==> src/gspm_pkg.sv <==
// package: shared constants, types and functions of the gamepad serial poll master
`timescale 1ns / 1ps

package gspm_pkg;

    localparam int FRAME_BYTES = 9;
    localparam int STORE_DEPTH = 9;
    localparam int BYTE_W      = $clog2(FRAME_BYTES);

    localparam logic [7:0] CMD_START    = 8'h01;
    localparam logic [7:0] CMD_POLL     = 8'h42;
    localparam logic [7:0] CMD_IDLE     = 8'h00;
    localparam logic [7:0] MODE_ANALOG  = 8'h73;
    localparam logic [7:0] HP_RESET     = 8'd10;
    localparam logic [7:0] GAP_RESET    = 8'd16;
    localparam int         KEY_COUNT    = 16;

    localparam logic CFG_HALF_PERIOD = 1'b0;
    localparam logic CFG_BYTE_GAP    = 1'b1;

    typedef enum logic [1:0] {
        PH_IDLE = 2'd0,
        PH_HIGH = 2'd1,
        PH_LOW  = 2'd2,
        PH_GAP  = 2'd3
    } phase_t;

    typedef logic [STORE_DEPTH-1:0][7:0] store_t;

    typedef struct packed {
        phase_t phase;
        logic   done;
        logic   mosi;
        store_t store;
    } core_stat_t;

    typedef struct packed {
        logic        select_n;
        logic        serial_clock;
        logic        mosi_level;
        logic        frame_done;
        logic [7:0]  mode_byte;
        logic        analog_mode;
        logic [4:0]  key_code;
        logic [15:0] button_bits;
        logic [7:0]  right_x;
        logic [7:0]  right_y;
        logic [7:0]  left_x;
        logic [7:0]  left_y;
    } out_word_t;

    function automatic logic [7:0] cmd_byte(input logic [BYTE_W-1:0] idx);
        logic [7:0] b;
        if (int'(idx) == 0) begin
            b = CMD_START;
        end else if (int'(idx) == 1) begin
            b = CMD_POLL;
        end else begin
            b = CMD_IDLE;
        end
        return b;
    endfunction

endpackage

==> src/gamepad_serial_poll_master.sv <==
// top level: gamepad serial poll master, one tick word in, one status word out
// result path: an accepted tick's result word is registered in the output or skid stage
// throughput: one tick word per cycle, output register plus skid stage absorbs one stall
// s_ready drops only while both output stages hold words
// reset: synchronous active low, idle phase, counters and reply store cleared,
// half period 10 ticks, byte gap 16 ticks, no result word pending
`timescale 1ns / 1ps

module gamepad_serial_poll_master (
    input  logic        aclk,
    input  logic        aresetn,
    input  logic        cfg_wr_en,
    input  logic        cfg_index,
    input  logic [7:0]  cfg_wr_data,
    input  logic        s_valid,
    output logic        s_ready,
    input  logic        s_start_poll,
    input  logic        s_miso_level,
    output logic        m_valid,
    input  logic        m_ready,
    output logic        m_select_n,
    output logic        m_serial_clock,
    output logic        m_mosi_level,
    output logic        m_frame_done,
    output logic [7:0]  m_mode_byte,
    output logic        m_analog_mode,
    output logic [4:0]  m_key_code,
    output logic [15:0] m_button_bits,
    output logic [7:0]  m_right_x,
    output logic [7:0]  m_right_y,
    output logic [7:0]  m_left_x,
    output logic [7:0]  m_left_y
);

    gspm_pkg::core_stat_t stat;
    gspm_pkg::out_word_t  word_in;
    gspm_pkg::out_word_t  word_out;
    logic                 tick_accept;

    assign tick_accept = s_valid && s_ready;

    gspm_core u_core (
        .aclk        (aclk),
        .aresetn     (aresetn),
        .tick_accept (tick_accept),
        .start_poll  (s_start_poll),
        .miso_level  (s_miso_level),
        .cfg_wr_en   (cfg_wr_en),
        .cfg_index   (cfg_index),
        .cfg_wr_data (cfg_wr_data),
        .stat        (stat)
    );

    gspm_decode u_decode (
        .stat (stat),
        .word (word_in)
    );

    gspm_out_buf u_out_buf (
        .aclk      (aclk),
        .aresetn   (aresetn),
        .in_valid  (s_valid),
        .in_ready  (s_ready),
        .in_word   (word_in),
        .out_valid (m_valid),
        .out_ready (m_ready),
        .out_word  (word_out)
    );

    assign m_select_n     = word_out.select_n;
    assign m_serial_clock = word_out.serial_clock;
    assign m_mosi_level   = word_out.mosi_level;
    assign m_frame_done   = word_out.frame_done;
    assign m_mode_byte    = word_out.mode_byte;
    assign m_analog_mode  = word_out.analog_mode;
    assign m_key_code     = word_out.key_code;
    assign m_button_bits  = word_out.button_bits;
    assign m_right_x      = word_out.right_x;
    assign m_right_y      = word_out.right_y;
    assign m_left_x       = word_out.left_x;
    assign m_left_y       = word_out.left_y;

endmodule

==> src/gspm_core.sv <==
// frame sequencer: phase control, timing counters, config registers and reply store
`timescale 1ns / 1ps

module gspm_core (
    input  logic                 aclk,
    input  logic                 aresetn,
    input  logic                 tick_accept,
    input  logic                 start_poll,
    input  logic                 miso_level,
    input  logic                 cfg_wr_en,
    input  logic                 cfg_index,
    input  logic [7:0]           cfg_wr_data,
    output gspm_pkg::core_stat_t stat
);

    gspm_pkg::phase_t phase_reg, phase_next;
    logic [7:0] tick_reg, tick_next;
    logic [2:0] bit_reg, bit_next;
    logic [gspm_pkg::BYTE_W-1:0] byte_reg, byte_next;
    gspm_pkg::store_t store_reg, store_next;
    logic [7:0] hp_reg, gap_reg;
    logic done;

    logic [7:0] hp_eff;
    logic [7:0] tick_inc;
    logic [gspm_pkg::BYTE_W:0] byte_inc;
    logic half_end, gap_end, last_byte, last_bit;
    logic [7:0] cmd;

    assign hp_eff    = (hp_reg == 8'd0) ? 8'd1 : hp_reg;
    assign tick_inc  = tick_reg + 8'd1;
    assign half_end  = tick_inc >= hp_eff;
    assign gap_end   = tick_inc >= gap_reg;
    assign byte_inc  = {1'b0, byte_reg} + {{gspm_pkg::BYTE_W{1'b0}}, 1'b1};
    assign last_byte = byte_inc >= (gspm_pkg::BYTE_W+1)'(gspm_pkg::FRAME_BYTES);
    assign last_bit  = bit_reg == 3'd7;

    // next phase
    always_comb begin
        phase_next = phase_reg;
        if (tick_accept) begin
            unique case (phase_reg)
                gspm_pkg::PH_IDLE: begin
                    if (start_poll) phase_next = gspm_pkg::PH_HIGH;
                end
                gspm_pkg::PH_HIGH: begin
                    if (half_end) phase_next = gspm_pkg::PH_LOW;
                end
                gspm_pkg::PH_LOW: begin
                    if (half_end) begin
                        priority if (!last_bit) begin
                            phase_next = gspm_pkg::PH_HIGH;
                        end else if (gap_reg != 8'd0) begin
                            phase_next = gspm_pkg::PH_GAP;
                        end else begin
                            phase_next = last_byte ? gspm_pkg::PH_IDLE : gspm_pkg::PH_HIGH;
                        end
                    end
                end
                gspm_pkg::PH_GAP: begin
                    if (gap_end) begin
                        phase_next = last_byte ? gspm_pkg::PH_IDLE : gspm_pkg::PH_HIGH;
                    end
                end
                default: phase_next = gspm_pkg::PH_IDLE;
            endcase
        end
    end

    // counters and reply store
    always_comb begin
        logic byte_end;
        byte_end   = 1'b0;
        tick_next  = tick_reg;
        bit_next   = bit_reg;
        byte_next  = byte_reg;
        store_next = store_reg;
        done       = 1'b0;
        if (tick_accept) begin
            unique case (phase_reg)
                gspm_pkg::PH_IDLE: begin
                    if (start_poll) begin
                        tick_next  = 8'd0;
                        bit_next   = 3'd0;
                        byte_next  = '0;
                        store_next = '0;
                    end
                end
                gspm_pkg::PH_HIGH: begin
                    tick_next = half_end ? 8'd0 : tick_inc;
                end
                gspm_pkg::PH_LOW: begin
                    tick_next = half_end ? 8'd0 : tick_inc;
                    if (half_end) begin
                        for (int i = 0; i < gspm_pkg::STORE_DEPTH; i++) begin
                            if (int'(byte_reg) == i) begin
                                store_next[i][bit_reg] = store_reg[i][bit_reg] | miso_level;
                            end
                        end
                        priority if (!last_bit) begin
                            bit_next = bit_reg + 3'd1;
                        end else if (gap_reg == 8'd0) begin
                            byte_end = 1'b1;
                        end
                    end
                end
                gspm_pkg::PH_GAP: begin
                    tick_next = tick_inc;
                    if (gap_end) byte_end = 1'b1;
                end
                default: tick_next = tick_reg;
            endcase
            if (byte_end) begin
                tick_next = 8'd0;
                bit_next  = 3'd0;
                byte_next = last_byte ? '0 : byte_inc[gspm_pkg::BYTE_W-1:0];
                done      = last_byte;
            end
        end
    end

    always_comb begin
        cmd = gspm_pkg::cmd_byte(byte_next);
        stat.phase = phase_next;
        stat.done  = done;
        stat.store = store_next;
        stat.mosi  = ((phase_next == gspm_pkg::PH_HIGH) || (phase_next == gspm_pkg::PH_LOW))
                     ? cmd[bit_next] : 1'b0;
    end

    always_ff @(posedge aclk) begin
        if (!aresetn) begin
            phase_reg <= gspm_pkg::PH_IDLE;
            tick_reg  <= 8'd0;
            bit_reg   <= 3'd0;
            byte_reg  <= '0;
            store_reg <= '0;
            hp_reg    <= gspm_pkg::HP_RESET;
            gap_reg   <= gspm_pkg::GAP_RESET;
        end else begin
            phase_reg <= phase_next;
            tick_reg  <= tick_next;
            bit_reg   <= bit_next;
            byte_reg  <= byte_next;
            store_reg <= store_next;
            if (cfg_wr_en) begin
                unique case (cfg_index)
                    gspm_pkg::CFG_HALF_PERIOD: hp_reg  <= cfg_wr_data;
                    gspm_pkg::CFG_BYTE_GAP:    gap_reg <= cfg_wr_data;
                    default:                   hp_reg  <= hp_reg;
                endcase
            end
        end
    end

endmodule

==> src/gspm_decode.sv <==
// reply decode: line levels, mode flag, button key code and stick bytes
`timescale 1ns / 1ps

module gspm_decode (
    input  gspm_pkg::core_stat_t stat,
    output gspm_pkg::out_word_t  word
);

    logic [15:0] buttons;
    logic [4:0]  key;

    assign buttons = {stat.store[4], stat.store[3]};

    // lowest active-low button wins
    always_comb begin
        key = 5'd0;
        for (int i = gspm_pkg::KEY_COUNT - 1; i >= 0; i--) begin
            if (!buttons[i]) key = 5'(i + 1);
        end
    end

    always_comb begin
        word.select_n     = stat.phase == gspm_pkg::PH_IDLE;
        word.serial_clock = stat.phase != gspm_pkg::PH_LOW;
        word.mosi_level   = stat.mosi;
        word.frame_done   = stat.done;
        word.mode_byte    = stat.store[1];
        word.analog_mode  = stat.store[1] == gspm_pkg::MODE_ANALOG;
        word.key_code     = key;
        word.button_bits  = buttons;
        word.right_x      = stat.store[5];
        word.right_y      = stat.store[6];
        word.left_x       = stat.store[7];
        word.left_y       = stat.store[8];
    end

endmodule

==> src/gspm_out_buf.sv <==
// result register with skid stage for the output word channel
`timescale 1ns / 1ps

module gspm_out_buf (
    input  logic                aclk,
    input  logic                aresetn,
    input  logic                in_valid,
    output logic                in_ready,
    input  gspm_pkg::out_word_t in_word,
    output logic                out_valid,
    input  logic                out_ready,
    output gspm_pkg::out_word_t out_word
);

    logic head_valid_reg, head_valid_next;
    logic skid_valid_reg, skid_valid_next;
    gspm_pkg::out_word_t head_reg, head_next;
    gspm_pkg::out_word_t skid_reg, skid_next;
    logic push, pop;

    assign in_ready  = !skid_valid_reg;
    assign push      = in_valid && in_ready;
    assign pop       = head_valid_reg && out_ready;
    assign out_valid = head_valid_reg;
    assign out_word  = head_reg;

    always_comb begin
        head_valid_next = head_valid_reg;
        skid_valid_next = skid_valid_reg;
        head_next       = head_reg;
        skid_next       = skid_reg;
        priority if (skid_valid_reg) begin
            if (pop) begin
                head_next       = skid_reg;
                skid_valid_next = 1'b0;
            end
        end else if (!head_valid_reg || pop) begin
            head_valid_next = push;
            head_next       = in_word;
        end else if (push) begin
            skid_valid_next = 1'b1;
            skid_next       = in_word;
        end
    end

    always_ff @(posedge aclk) begin
        if (!aresetn) begin
            head_valid_reg <= 1'b0;
            skid_valid_reg <= 1'b0;
        end else begin
            head_valid_reg <= head_valid_next;
            skid_valid_reg <= skid_valid_next;
        end
        head_reg <= head_next;
        skid_reg <= skid_next;
    end

endmodule

==> config.mk <==
export PLATFORM = sky130hd
export DESIGN_NAME = gamepad_serial_poll_master
export DESIGN_NICKNAME = d
export VERILOG_FILES = /design/src/gspm_pkg.sv /design/src/gamepad_serial_poll_master.sv /design/src/gspm_core.sv /design/src/gspm_decode.sv /design/src/gspm_out_buf.sv
export SDC_FILE = /design/constraint.sdc
export NUM_CORES = 1
export LEC_CHECK = 0
export ABC_AREA = 1
export ABC_CLOCK_PERIOD_IN_PS = 6750
export BUFFER_PORTS_ARGS = -buffer_cell sky130_fd_sc_hd__buf_2
export CORE_UTILIZATION = 30
export DETAILED_ROUTE_END_ITERATION = 8
export GPL_TIMING_DRIVEN = 0
export PLACE_DENSITY = 0.56
export SLEW_MARGIN = 20
export SYNTH_ARGS = -nofsm -noshare
export SYNTH_HDL_FRONTEND = slang
export SYNTH_SLANG_ARGS = --single-unit
==> constraint.sdc <==
create_clock -name aclk -period 6.75 [get_ports aclk]
set_input_delay 0.3375 -clock aclk [delete_from_list [all_inputs] [get_ports aclk]]
set_output_delay 0.3375 -clock aclk [all_outputs]
set_load 0.01 [all_outputs]
==> reports/qor.yml <==
min_path:
  min_from: "cfg_wr_data[4]"
  hp-class: "input pin to flip-flop"
clocking:
  clockBufferDepth: 3
  postCtsResizedCells: 0
  clk_latency_ns: 0.54
  clockRootBuffer: "clkbuf_16"
  holdBufCountCts: 0
  htree_levels: 1
  cts_buffers: 27
  tritoncts: "yes"
  path_clk_slew_ns: 0.06
  cts.sinks: 223
  post-cts-setup-buffers: 0
drt:
  drcViolationCount: 0
  drtPass1Iterations: 5
  wl_per_cell_um: 16.7
  viasPerCell: 4.85
  num_vias: 9832
  wl_mm: 33.9
  ant_nets: 0
  drt_iter0_markers: 705
critical_path:
  crit_path_max_incr_delay_ns: 0.42
  cp_num_buf_inv: 2
  start_kind: "flip-flop"
  slowest_stage: "dfxtp_1"
  crit_fanout: 9
  crit_type: "flip-flop to flip-flop"
  crit_family: "simple AND/OR/NAND/NOR gates"
  critPathCaptureType: "flip-flop"
  required_ns: 7.03
  r2r-start: "u_core.tick_reg[0]"
  cpMostUsedCell: "nand2_1"
  crit_arrival_ns: 4.56
  worstPathCellList: "nand3_1, nand3b_1, nor2_1, nand2_1, xnor2_1, ha_1, a21o_1, nor2_2, nand2_4, nand2_1, inv_1, nand3_1, nand3_1, o21ai_0, nand2_1, nand2_1, inv_1, nor3_1, nand2_1, and3_1"
  startpoint: "u_core.tick_reg[0]"
pwr:
  finalPower_mw: 3.43
  ir_drop_v: 0.000172
  p_leak_nw: 5.18
  powerDensity_nw_per_um2: 250
sta:
  setup_violations: 0
  rsz0062_at_grt: "no"
  hold_violations: 0
  min_period_over_period_pct: 63.4
  period_minus_slack_ns: 4.28
  fmax_mhz: 234
  tightest_slew_ns: 1.06
  skew_ns: 0.00977
  relSlewSlack_pct: 29.4
  hold_ws_ns: 0.0395
  slew_viol_final: 0
final_layout:
  fin_util_pct: 36.4
  layout_common_cells: "241 x nand2_1, 186 x inv_1, 178 x o21ai_0"
  n_antenna_cell: 0
  finish.instance_area_um2: 13700
  nets: 1540
  n_fill_cell: 3927
  multi_input_area_um2: 4740
  regArea_um2: 5790
  final_common_cell: "nand2_1"
  final_layout_size_suffix_gt1_share_pct: 15.6
  area_growth_pct: 18.9
floorplan:
  start_util_pct: 30.6
  fp.dieH_um: 198
  ios: 84
  core-area_um2: 37800
  dieArea_um2: 39300
  die_x_um: 198
  rows: 71
job:
  cap_violations: 0
placement:
  dp_hpwl_mm: 24.8
  gp_congestion: 0.907
  place_area_um2: 12800
  portBuffers: 83
global_routing:
  track_usage_pct: 17.3
  grt_pass1_vias: 9264
  grt_max_degree: 25
  antenna_found_initial: 0
  grt-ovfl-total: 0
  grt_pass1_wl_mm: 52.7
yosys:
  synthesis.nets: 1418
  syn_avg_cell_area_um2: 8.40
  yosys_warnings: 0
  synth_cells: 1374
  syn_area_um2: 11500
  synth_ff_type: "edfxtp_1"
  synthArstFlopShare_pct: 0
  synth-seq-area-share_pct: 50.1
  ys_types: 52
  ys_seq_elements: 223
  synth-edff-count: 132
run_status:
  status: "completed"
-- worst min-delay path, stage by stage --
cell and delay, ns:
buf_2 0.09, nand2_1 0.05, o211ai_1 0.06
-- logic make-up (layout without fill, tap and decap cells) --
family / Yosys count / count (layout) / synth area share [%]
buffers and inverters: 260 / 403 / 8.97
XOR/XNOR: 8 / 8 / 0.607
AO/OA/AOI/OAI: 312 / 312 / 15.1
flip-flops: 223 / 223 / 50.1
adder cells (fa/ha/maj): 28 / 28 / 3.03
AND/OR/NAND/NOR: 543 / 543 / 22.2
-- power breakdown --
| part | internal [mW] | switching [mW] | leakage [nW] | total, mW |
|---|---|---|---|---|
| clock | 0.969 | 0.583 | 0.468 | 1.55 |
| combinational | 0.104 | 0.243 | 2.65 | 0.348 |
| sequential | 1.51 | 0.0209 | 2.06 | 1.53 |
| total | 2.58 | 0.847 | 5.18 | 3.43 |
-- synth_stat cells (all sizes together), types with 3 or more instances --
| cell type | instances | area (µm²) |
|---|---|---|
| nor4 | 7 | 119 |
| inv | 207 | 787 |
| edfxtp | 132 | 3960 |
| o22ai | 14 | 93.8 |
| nand2 | 255 | 1010 |
| buf | 22 | 133 |
| dfxtp | 91 | 1820 |
| nand4 | 7 | 43.8 |
| nand3 | 140 | 773 |
| xor2 | 6 | 52.6 |
| nor3 | 8 | 67.6 |
| a21oi | 39 | 195 |
| o21ai | 230 | 1190 |
| ha | 28 | 350 |
| o221ai | 6 | 65.1 |
| o211ai | 9 | 72.6 |
| o21bai | 3 | 22.5 |
| a22oi | 4 | 45.1 |
| nor2 | 121 | 517 |
| clkbuf | 31 | 116 |
-- area by class of cell --
class / instances / share of cell area [%]
Sequential cell: 223 / 42.2
Multi-Input combinational cell: 891 / 34.5
Inverter: 207 / 5.73
Clock buffer: 32 / 5.35
Tap cell: 511 / 4.66
Timing Repair Buffer: 93 / 4.04
Buffer: 53 / 1.81
Clock inverter: 18 / 1.70
-- metrics by stage --
step / setup TNS (ns) / setup slack, ns / std cells
after floorplan: 0 / 0.906 / 1374
after global placement: -241.94 / -1.92 / 1968
after detailed placement: 0 / 2.57 / 1978
after CTS: 0 / 2.57 / 2028
after global routing: 0 / 2.19 / 2028
final: 0 / 2.47 / 2028
-- routing by layer --
metal / vias to the layer above / wire length, µm / global-route usage [%]
li1: 4858 / - / -
met1: 4617 / 15800 / 23.7
met2: 295 / 15300 / 28.0
met3: 62 / 1860 / 2.57
met4: 0 / 916 / 4.79
met5: - / 0 / 0
-- worst paths after layout --
kind / endpoint / slack (ns) / cells past startpoint
max reg2reg: u_out_buf.skid_reg[50] / 2.47 / 20
max: u_out_buf.skid_reg[50] / 2.47 / 20
min: u_core.gap_reg[4] / 0.04 / 3
min reg2reg: u_core.gap_reg[1] / 0.48 / 2
Power figures use the tool's default switching activity.
